**src/rtl/acm_pkg.sv**
```systemverilog
// Shared types, constants and the jet color table for the auto-ranged colormap.
// No dependencies; imported by all modules of the block.
`default_nettype none

package acm_pkg;

    // Default sizes
    localparam int TABLE_ROWS_DEF  = 64;
    localparam int SAMPLE_BITS_DEF = 24;

    // Jet table geometry
    localparam int JET_ROWS  = 64;
    localparam int JET_IDX_W = 6;
    localparam int LEVEL_W   = 5;
    localparam int LEVEL_MAX = 16;

    // Result item: three levels packed into 16 bits
    localparam int OUT_TDATA_W = 16;

    // Request kinds carried on tuser
    localparam logic REQ_SAMPLE = 1'b0;
    localparam logic REQ_FRAME  = 1'b1;

    typedef struct packed {
        logic [LEVEL_W-1:0] blue;
        logic [LEVEL_W-1:0] green;
        logic [LEVEL_W-1:0] red;
    } jet_rgb_t;

    // Divider status toward the sequencer
    typedef struct packed {
        logic busy;
        logic done;
    } div_stat_t;

    // Jet color of one table row, levels in sixteenths
    function automatic jet_rgb_t jet_color(input logic [JET_IDX_W-1:0] r);
        jet_rgb_t c;
        // red: off, ramp up, full, ramp down
        if (r < 6'd24)
            c.red = 5'd0;
        else if (r < 6'd40)
            c.red = 5'(r - 6'd23);
        else if (r < 6'd57)
            c.red = 5'd16;
        else
            c.red = 5'(7'd72 - {1'b0, r});
        // green: off, ramp up, full, ramp down, off
        if (r < 6'd8)
            c.green = 5'd0;
        else if (r < 6'd24)
            c.green = 5'(r - 6'd7);
        else if (r < 6'd41)
            c.green = 5'd16;
        else if (r < 6'd56)
            c.green = 5'(7'd56 - {1'b0, r});
        else
            c.green = 5'd0;
        // blue: ramp up from 9, full, ramp down, off
        if (r < 6'd8)
            c.blue = 5'(r + 6'd9);
        else if (r < 6'd25)
            c.blue = 5'd16;
        else if (r < 6'd40)
            c.blue = 5'(7'd40 - {1'b0, r});
        else
            c.blue = 5'd0;
        return c;
    endfunction

endpackage

`default_nettype wire

```
**src/rtl/acm_range.sv**
```systemverilog
// Running extremes and latched frame bound for the auto-ranged colormap.
// Depends on acm_pkg (imported for consistency of sizes).
`default_nettype none

module acm_range
    import acm_pkg::*;
#(
    parameter int SAMPLE_BITS = SAMPLE_BITS_DEF
)
(
    input  wire logic                          clk,
    input  wire logic                          rst_n,
    input  wire logic                          sample_upd,  // sample item accepted
    input  wire logic                          frame_upd,   // frame-start item accepted
    input  wire logic signed [SAMPLE_BITS-1:0] sample,
    output logic signed [SAMPLE_BITS-1:0]      frame_m      // range is [-frame_m, frame_m]
);

    logic signed [SAMPLE_BITS-1:0] high_reg, high_next;
    logic signed [SAMPLE_BITS-1:0] low_reg,  low_next;
    logic signed [SAMPLE_BITS-1:0] m_reg,    m_next;
    logic signed [SAMPLE_BITS:0]   neg_low;
    logic signed [SAMPLE_BITS:0]   high_ext;

    // -low can reach 2^(SAMPLE_BITS-1); one extra bit holds it
    assign neg_low  = -{low_reg[SAMPLE_BITS-1], low_reg};
    assign high_ext = {high_reg[SAMPLE_BITS-1], high_reg};

    always_comb
    begin
        high_next = high_reg;
        low_next  = low_reg;
        m_next    = m_reg;
        if (frame_upd)
        begin
            // symmetric bound, never above the running high
            if (high_ext < neg_low)
                m_next = high_reg;
            else
                m_next = neg_low[SAMPLE_BITS-1:0];
            high_next = '0;
            low_next  = '0;
        end
        else if (sample_upd)
        begin
            if (sample > high_reg)
                high_next = sample;
            else if (sample < low_reg)
                low_next = sample;
        end
    end

    always_ff @(posedge clk or negedge rst_n)
    begin
        if (!rst_n)
        begin
            high_reg <= '0;
            low_reg  <= '0;
            m_reg    <= '0;
        end
        else
        begin
            high_reg <= high_next;
            low_reg  <= low_next;
            m_reg    <= m_next;
        end
    end

    assign frame_m = m_reg;

endmodule

`default_nettype wire

```
**src/rtl/acm_div.sv**
```systemverilog
// Bit-serial restoring divider: one quotient bit per cycle.
// Depends on acm_pkg for the status struct.
`default_nettype none

module acm_div
    import acm_pkg::*;
#(
    parameter int XW = SAMPLE_BITS_DEF + 1,          // divisor width
    parameter int QB = $clog2(TABLE_ROWS_DEF + 1)    // quotient bits
)
(
    input  wire logic             clk,
    input  wire logic             rst_n,
    input  wire logic             start,
    input  wire logic [XW+QB-1:0] dividend,  // must give a quotient below 2^QB
    input  wire logic [XW-1:0]    divisor,   // held stable while busy
    output div_stat_t             stat,
    output logic [QB-1:0]         quotient
);

    localparam int CW = $clog2(QB + 1);

    logic [XW-1:0] rem_reg, rem_next;
    logic [QB-1:0] low_reg, low_next;   // dividend bits still to shift in
    logic [QB-1:0] quo_reg, quo_next;
    logic [CW-1:0] cnt_reg, cnt_next;
    logic          busy_reg, busy_next;
    logic          done_reg, done_next;
    logic [XW+1:0] diff;

    // trial subtract of the remainder with the next dividend bit
    assign diff = {1'b0, rem_reg, low_reg[QB-1]} - {2'b00, divisor};

    always_comb
    begin
        rem_next  = rem_reg;
        low_next  = low_reg;
        quo_next  = quo_reg;
        cnt_next  = cnt_reg;
        busy_next = busy_reg;
        done_next = 1'b0;
        if (start)
        begin
            // top part is already below the divisor
            rem_next  = dividend[XW+QB-1:QB];
            low_next  = dividend[QB-1:0];
            cnt_next  = CW'(QB);
            busy_next = 1'b1;
        end
        else if (busy_reg)
        begin
            if (!diff[XW+1])
                rem_next = diff[XW-1:0];
            else
                rem_next = {rem_reg[XW-2:0], low_reg[QB-1]};
            low_next = {low_reg[QB-2:0], 1'b0};
            quo_next = {quo_reg[QB-2:0], ~diff[XW+1]};
            cnt_next = cnt_reg - CW'(1);
            if (cnt_reg == CW'(1))
            begin
                busy_next = 1'b0;
                done_next = 1'b1;
            end
        end
    end

    always_ff @(posedge clk or negedge rst_n)
    begin
        if (!rst_n)
        begin
            busy_reg <= 1'b0;
            done_reg <= 1'b0;
            cnt_reg  <= '0;
        end
        else
        begin
            busy_reg <= busy_next;
            done_reg <= done_next;
            cnt_reg  <= cnt_next;
        end
    end

    // datapath shift registers
    always_ff @(posedge clk)
    begin
        rem_reg <= rem_next;
        low_reg <= low_next;
        quo_reg <= quo_next;
    end

    assign stat.busy = busy_reg;
    assign stat.done = done_reg;
    assign quotient  = quo_reg;

endmodule

`default_nettype wire

```
**src/rtl/autoranged_jet_colormap.sv**
```systemverilog
// Auto-ranged jet colormap: sample items are colored against the range latched
// at the last frame start, while running extremes are gathered for the next frame.
// A frame-start item (tuser = 1) leaves the block idle and gives no result. A sample
// item passes through ST_MUL, ST_DIV and ST_OUT before the next item can be accepted;
// in ST_DIV the bit-serial divider splits the frame range into table rows, one
// quotient bit per cycle. Samples outside the range, or with an empty range, skip the
// divider and go from ST_MUL straight to ST_OUT. A finished color waits in an output
// register, so the next item is taken while it is unread.
// Depends on acm_pkg, acm_range and acm_div.
`default_nettype none

module autoranged_jet_colormap
    import acm_pkg::*;
#(
    parameter int TABLE_ROWS  = TABLE_ROWS_DEF,
    parameter int SAMPLE_BITS = SAMPLE_BITS_DEF
)
(
    input  wire logic                                 clk,
    input  wire logic                                 rst_n,
    input  wire logic                                 s_axis_tvalid,
    output logic                                      s_axis_tready,
    input  wire logic [((SAMPLE_BITS+7)/8)*8-1:0]     s_axis_tdata,  // sample_value
    input  wire logic                                 s_axis_tuser,  // req_type
    output logic                                      m_axis_tvalid,
    input  wire logic                                 m_axis_tready,
    output logic [OUT_TDATA_W-1:0]                    m_axis_tdata   // red, green, blue
);

    localparam int XW = SAMPLE_BITS + 1;
    localparam int QB = $clog2(TABLE_ROWS + 1);
    localparam int NW = XW + QB;
    localparam int RW = $clog2(TABLE_ROWS);

    typedef enum logic [3:0] {
        ST_IDLE = 4'b0001,
        ST_MUL  = 4'b0010,
        ST_DIV  = 4'b0100,
        ST_OUT  = 4'b1000
    } acm_state_t;

    typedef enum logic [1:0] {
        CLS_EMPTY,
        CLS_ABOVE,
        CLS_BELOW,
        CLS_INSIDE
    } acm_class_t;

    acm_state_t state_reg, state_next;
    acm_class_t cls_reg, cls_next;
    logic [XW-1:0] x_reg;
    jet_rgb_t      out_reg;
    logic          out_valid_reg, out_valid_next;

    logic                          s_acc;
    logic signed [SAMPLE_BITS-1:0] sample;
    logic signed [SAMPLE_BITS-1:0] frame_m;
    logic signed [SAMPLE_BITS:0]   shifted;
    logic [XW-1:0]                 den;
    logic [NW-1:0]                 num;
    logic                          div_start;
    div_stat_t                     div_stat;
    logic [QB-1:0]                 quo;
    logic [RW-1:0]                 row;
    logic                          out_load;
    logic [JET_IDX_W-1:0]          jet_idx [TABLE_ROWS];

    assign s_axis_tready = (state_reg == ST_IDLE);
    assign s_acc         = s_axis_tvalid && s_axis_tready;
    assign sample        = signed'(s_axis_tdata[SAMPLE_BITS-1:0]);

    acm_range #(
        .SAMPLE_BITS(SAMPLE_BITS)
    ) u_range (
        .clk       (clk),
        .rst_n     (rst_n),
        .sample_upd(s_acc && (s_axis_tuser == REQ_SAMPLE)),
        .frame_upd (s_acc && (s_axis_tuser == REQ_FRAME)),
        .sample    (sample),
        .frame_m   (frame_m)
    );

    // offset from the lower bound; negative means below the range
    assign shifted = {sample[SAMPLE_BITS-1], sample} + {frame_m[SAMPLE_BITS-1], frame_m};

    // classify the sample against the latched range
    always_comb
    begin
        if (frame_m == '0)
            cls_next = CLS_EMPTY;
        else if (sample > frame_m)
            cls_next = CLS_ABOVE;
        else if (shifted[SAMPLE_BITS])
            cls_next = CLS_BELOW;
        else
            cls_next = CLS_INSIDE;
    end

    always_ff @(posedge clk)
    begin
        if (s_acc)
        begin
            cls_reg <= cls_next;
            x_reg   <= shifted[XW-1:0];
        end
    end

    // range width is 2M; dividend is offset times rows
    assign den       = {frame_m[SAMPLE_BITS-1:0], 1'b0};
    assign num       = NW'(x_reg) * NW'(TABLE_ROWS);
    assign div_start = (state_reg == ST_MUL) && (cls_reg == CLS_INSIDE);

    acm_div #(
        .XW(XW),
        .QB(QB)
    ) u_div (
        .clk     (clk),
        .rst_n   (rst_n),
        .start   (div_start),
        .dividend(num),
        .divisor (den),
        .stat    (div_stat),
        .quotient(quo)
    );

    // sequencer
    assign out_load = (state_reg == ST_OUT) && (!out_valid_reg || m_axis_tready);

    always_comb
    begin
        state_next = state_reg;
        case (state_reg)
            ST_IDLE:
            begin
                if (s_acc && (s_axis_tuser == REQ_SAMPLE))
                    state_next = ST_MUL;
            end
            ST_MUL:
            begin
                if (cls_reg == CLS_INSIDE)
                    state_next = ST_DIV;
                else
                    state_next = ST_OUT;
            end
            ST_DIV:
            begin
                if (div_stat.done)
                    state_next = ST_OUT;
            end
            ST_OUT:
            begin
                if (out_load)
                    state_next = ST_IDLE;
            end
            default:
                state_next = ST_IDLE;
        endcase
    end

    // table row; the lower bound would give row -1 and clamps to 0
    always_comb
    begin
        case (cls_reg)
            CLS_EMPTY:  row = RW'(TABLE_ROWS / 2 - 1);
            CLS_ABOVE:  row = RW'(TABLE_ROWS - 1);
            CLS_BELOW:  row = '0;
            CLS_INSIDE: row = (quo == '0) ? '0 : RW'(quo - QB'(1));
            default:    row = '0;
        endcase
    end

    // row to jet row, worked out at elaboration
    for (genvar g = 0; g < TABLE_ROWS; g++)
    begin : g_jet_idx
        localparam int JR = (g * JET_ROWS) / TABLE_ROWS;
        assign jet_idx[g] = JET_IDX_W'(JR);
    end

    // output register
    always_comb
    begin
        out_valid_next = out_valid_reg;
        if (out_load)
            out_valid_next = 1'b1;
        else if (m_axis_tready)
            out_valid_next = 1'b0;
    end

    always_ff @(posedge clk)
    begin
        if (out_load)
            out_reg <= jet_color(jet_idx[row]);
    end

    always_ff @(posedge clk or negedge rst_n)
    begin
        if (!rst_n)
        begin
            state_reg     <= ST_IDLE;
            out_valid_reg <= 1'b0;
        end
        else
        begin
            state_reg     <= state_next;
            out_valid_reg <= out_valid_next;
        end
    end

    assign m_axis_tvalid = out_valid_reg;
    assign m_axis_tdata  = {1'b0, out_reg};

endmodule

`default_nettype wire

```
**config.mk**
```make
export PLATFORM = sky130hd
export DESIGN_NAME = autoranged_jet_colormap
export DESIGN_NICKNAME = d
export VERILOG_FILES = /design/src/rtl/acm_pkg.sv /design/src/rtl/acm_range.sv /design/src/rtl/acm_div.sv /design/src/rtl/autoranged_jet_colormap.sv
export SDC_FILE = /design/constraint.sdc
export NUM_CORES = 1
export LEC_CHECK = 0
export BUFFER_PORTS_ARGS = -buffer_cell sky130_fd_sc_hd__buf_2
export CAP_MARGIN = 20
export CORE_ASPECT_RATIO = 0.8
export CORE_MARGIN = 2
export CORE_UTILIZATION = 37
export DETAILED_ROUTE_END_ITERATION = 8
export GPL_ROUTABILITY_DRIVEN = 1
export MAX_ROUTING_LAYER = met4
export PLACE_DENSITY = 0.49
export SLEW_MARGIN = 15
export SYNTH_ARGS = -nofsm -noshare
export SYNTH_HDL_FRONTEND = slang
export SYNTH_SLANG_ARGS = --single-unit
export TNS_END_PERCENT = 1
```
**constraint.sdc**
```tcl
create_clock -name clk -period 5.06 [get_ports clk]
set_clock_uncertainty 0.2 [all_clocks]
set_input_delay 0.759 -clock clk [delete_from_list [all_inputs] [get_ports clk]]
set_output_delay 0.759 -clock clk [all_outputs]
set_load 0.05 [all_outputs]
```
### After elaboration in Yosys (flattened, before gate mapping)

Memories as Yosys holds them, arrays and structs flattened.
Cells that the tools add are included.

* bitwise logic cells: 4
* eq/ne operators: 12
* reductions and logical operators: 20
* order comparisons: 12
* $add $sub $neg: 11
* muxes and demuxes: 42

Operator list (count)
* 2-to-1 mux 24 bit: 10
* > comparator 24 bit: 2
* 2-to-1 mux 5 bit: 8
* subtractor 26 x 25 -> 27 bit: 1
* adder 24 x 24 -> 25 bit: 1
* less-than comparator 24 x 25 -> 1 bit: 1
* 2-to-1 mux 25 bit: 1
* negator 25 bit: 1
* zero test 24 bit: 1
* less-than comparator 24 bit: 1
* less-than comparator 6 bit, second input constant: 4
* one-hot mux 6 bit (4 select lines): 1
* 2-to-1 mux 6 bit: 3
* 2-to-1 mux 4 bit: 4
* one-hot mux 4 bit (4 select lines): 1
* 2-to-1 mux 7 bit: 2
* less-than comparator 6 x 5 -> 1 bit, second input constant: 2
* 2-to-1 mux 1 bit: 10
* nonzero test 2 bit: 5
* subtractor 4 x 5 -> 5 bit, first input constant: 2
* greater-or-equal comparator 7 bit, second input constant: 1
* zero test 7 bit: 1
* inverter 6 -> 7 bit: 1
* less-than comparator 6 x 4 -> 1 bit, second input constant: 1
* other kinds (24): 36

* output and inout bits: 18
* memories kept: 1
* bits of input ports: 29
* logic and storage cells: 120
* memory bits (read-only): 384
* register bits: 157

Memories
* (name not given): depth 64, width 6, rd ports 1, clocked after memory_dff 0, wr ports 0, RTL line autoranged_jet_colormap.sv:192 `out_reg <= jet_color(jet_idx[row]);`

### Logic depth before layout (Yosys ltp)

* depth after elaboration: 11
* mapped depth: 16

### Cells and area by module

A second synthesis with hierarchy kept.

* cells, all modules: 1358
* area total of the unflattened synthesis: 12924.9 µm²

Modules (own cells, without submodules)
* acm_range: instances 1, cells an instance 544, area an instance 5437.7 µm²
* autoranged_jet_colormap: instances 1, cells an instance 444, area an instance 4017.6 µm²
* acm_div: instances 1, cells an instance 370, area an instance 3469.6 µm²

### Least setup slack after synthesis

No wires, ideal clock.

* path kind: reg2reg
* start: register u_range.low_reg[2]
* end: register u_range.m_reg[19], in the netlist u_range.frame_m[19]
* data required time: 4777 ps
* path buffers: 1
* clock period less this slack: 3692 ps
* stages on the path, launching flop included: 17
* data arrival time: 3410 ps
* setup slack: 1368 ps
* cells stage by stage: dfrtp_1 nor3_2 nand3_1 nor3b_2 nand3_2 nor4_1 xnor2_1 ha_1 a21o_1 nand2_1 nand3b_1 nor3_1 nand2_1 o21ai_1 buf_2 mux2_2 o21ai_0

* word-level cells in the longest chain between the ends: 3

RTL lines
* from (decl): RTL line acm_range.sv:20 `logic signed [SAMPLE_BITS-1:0] low_reg, low_next;`
* from (signal assigned): RTL line acm_range.sv:64 `low_reg <= low_next;`
* negator 25 bit (*): RTL line acm_range.sv:26 `assign neg_low = -{low_reg[SAMPLE_BITS-1], low_reg};`
* less-than comparator 24 x 25 -> 1 bit: RTL line acm_range.sv:37 `if (high_ext < neg_low)`
* 2-to-1 mux 24 bit (*): RTL line acm_range.sv:37
* to (signal assigned): RTL line acm_range.sv:65 `m_reg <= m_next;`
* to (decl): RTL line acm_range.sv:21 `logic signed [SAMPLE_BITS-1:0] m_reg, m_next;`

Every way passes the cells marked *; elsewhere a longest branch is shown, timed or not.
A chain may end at the register's enable or synchronous reset.

### Worst setup path after layout

* start: register u_range.low_reg[2]
* end: register u_range.m_reg[2], in the netlist u_range.frame_m[2]

Same word-level chain as after synthesis.

==> flow_results.org <==
** Outcome
- The flow ran to the end, and the final reports show no timing, DRC or antenna violations.

** Cells and area
- Leaving out fill and tap cells, the most frequent cell in the layout is ha_1.
- Area of the multi-input gates :: 7080 sq um
- Once layout is complete, the utilization of the core stands at 0.421.
- The sequential cells in the finished layout cover a total of 4300 sq um.
- In the layout the commonest cells are ha_1, nand2_1, inv_1.
- The filler cells instantiated in the layout total 3156.
- Relative area change from synthesis to final layout :: 11.1%
- After the flow finishes, the layout carries non-filler instances totaling 1785.
- In the final layout, the share of cells above drive strength 1 is 0.106.
- Antenna diodes :: 0
- The net count of the finished layout is 1534.

** Detailed routing
- After detailed routing, the number of remaining DRC violations is 0.
- Post-DRT Antenna Nets :: 0
- For this block, the initial DRC count from the detailed router was 557.
- Total length of routed wires :: 33100 um
- The detailed router placed 9643 vias in this run.
- In the routed layout, each cell is associated on average with a via count of 5.40.
- Count of TritonRoute iterations in the first routing pass :: 7
- After detailed routing, the average wire length per cell comes to 18.5 um.

** Logic synthesis
- Post-synthesis net count :: 1497
- Of all flip-flops after synthesis, the portion carrying an async set or reset was 0.522.
- Each instance of the synthesized netlist takes up on average 9.12 sq um.
- Cell type contributing the most total cell area after synthesis :: edfxtp_1
- Number of unique standard cell types used by synthesis :: 75
- In the synthesized netlist, the number of instances is 1315.
- After synthesis, the cell types taking the most area are edfxtp_1, dfrtp_1, ha_1, nand2_1, xnor2_1.
- EDFF count, synth :: 74
- Total number of yosys warnings :: 0
- Sequential-to-total area share from yosys stat :: 0.358
- Post-synthesis instance area :: 12000 sq um
- Of the post-synthesis cell area, the dominant cell type holds 0.185.
- Dominant register cell in the synthesized netlist :: dfrtp_1
- Synthesis inferred 157 register bits.

** Floorplan
- Effective utilization at floorplan :: 0.379
- Row generation in the floorplan step produced 58 rows.
- The die is 205 um wide.
- Chip height :: 165 um
- Number of placed I/O pins :: 47
- The floorplan step defined a die boundary enclosing 33900 sq um.
- Placeable core region :: 31600 sq um

** Setup path
- STA puts the critical path data required time at 5.23 ns.
- At the worst endpoint, the arrival time is 4.71 ns.
- Endpoint kind of the worst setup timing path :: flop
- STA classifies the critical path startpoint as a flop.
- The worst setup path is of the reg2reg kind.
- Biggest fanout along the worst timing path :: 19

** Timing
- Final-report max-slew violation count :: 0
- Final period demand of the worst path :: 4.54 ns
- Highest achievable clock rate :: 220 MHz
- Max transition margin :: 0.450
- Setup repair after global routing missed its margin :: no
- The final count of hold timing violations is 0.
- At the pin with the least slew margin, the transition time is 0.823 ns.
- Worst Hold Slack :: 0.165 ns
- TNS Setup :: 0 ns
- Post-route clock period utilization :: 0.897
- Setup violations remaining at the end of the flow were counted as 0.

** Placed design
- Including well taps, the total number of placed cells is 1752.
- Summed over all nets, the half-perimeter wirelength after detailed placement is 24700 um.
- Buffers placed on the I/O ports in this run total 45.
- RD Place Congestion :: 0.864

** GRT
- Largest net degree at the start of global routing :: 64
- Grt total ovfl :: 0
- Wire length of the first global-routing pass :: 53600 um
- Vias in the first global route :: 9293
- Total global-route track usage :: 0.212
- The initial antenna violation count was 0.

** Clock network
- Total CTS buffers :: 17
- The later pin in the worst-skew pair is clocked with a latency of 0.45 ns.
- CTS clk-pin slew, worst paths :: 0.07 ns
- TritonCTS clock tree :: yes
- Clock Sinks :: 157
- Number of setup buffers added after CTS :: 0
- Counting along the longest clock path gives a buffer depth of 2.
- CTS H-tree lvls :: 4
- CTS placed an instance of clkbuf_16 at the clock tree root.

** Run
- The tool flagged a number of max-cap violations equal to 0.

** Hold path
- The worst hold path belongs to the class in2async.
-- synth_stat cells (all sizes together) (15+ instances only) --
library cell and number:
edfxtp 74, mux2 22, dfrtp 81, inv 119, a21oi 87, xnor2 56
nand2 132, nor2 87, nor4 16, buf 17, nand4 23, a21o 24
o21ai 100, nand3 42, clkbuf 25, nor3 23, nor2b 16, ha 151
o22ai 25, a31oi 20, o21a 15, nand2b 17, a22oi 29
-- timing repair --
action	4_1_cts	5_1_grt
gates resized for setup	0	3
endpoints found under the setup margin	0	19
hold buffers	0	0
hold endpoints to repair	0	0
-- layout make-up --
cell class,instances,area share
flip-flops and latches,157,0.322
repair buffers,60,0.0274
inverters,119,0.0335
clock inverters,15,0.0141
clock buffers,17,0.0319
multi-input cells,997,0.531
well taps,420,0.0394
-- routing by layer --
metal	global-route usage	wire [um]
met1	0.321	17900
met2	0.295	13400
met3	0.0381	1550
met5	-	0
met4	0.0337	206
-- cell families after synthesis --
logic type,after synthesis,synth area share
xor gates and xnor gates,70,0.0511
and+or+nand+nor,381,0.151
muxes,29,0.0275
other,1,0.000313
DFF,157,0.358
adders and majority gates,153,0.161
AOI/OAI and AO/OA,363,0.198
buffers and inverters,161,0.0530
-- metrics by stage --
stage | area (sq um) | setup slack [ns]
after floorplan | 12000 | 1.37
after global placement | 12700 | 0.538
after detailed placement | 12700 | 0.447
after CTS | 13300 | 0.367
after global routing | 13300 | 0.0428
final | 13300 | 0.519
-- critical path: stages (launching register included) --
cell and delay, ns:
dfrtp_1 0.45, nor3_2 0.37, nand3_1 0.27, nor3b_4 0.35, nand3_2 0.24, nor2_1 0.19, xnor2_1 0.18, ha_1 0.31
nand4_1 0.16, nor2_1 0.08, a211oi_1 0.32, a21oi_1 0.13, o21ai_2 0.42, buf_12 0.24, mux2_2 0.36, o21ai_0 0.17
-- worst paths after layout --
| check | from | end | slack (ns) | depth (start not counted) |
|---|---|---|---|---|
| worst min register to register | u_div.done_reg | state_reg[2] | 0.28 | 1 |
| worst max-delay path | u_range.low_reg[2] | u_range.frame_m[2] | 0.52 | 15 |
| min in group clk | u_div.done_reg | state_reg[2] | 0.28 | 1 |
| worst max register to register | u_range.low_reg[2] | u_range.frame_m[2] | 0.52 | 15 |
| max in group asynchronous | rst_n | u_range.frame_m[21] | 3.53 | 2 |
| worst min-delay path | rst_n | u_range.low_reg[2] | 0.17 | 1 |
Power is left out: the tool's default activity adds up to more than one toggle a clock period on the data nets, which glitch-free logic cannot reach.
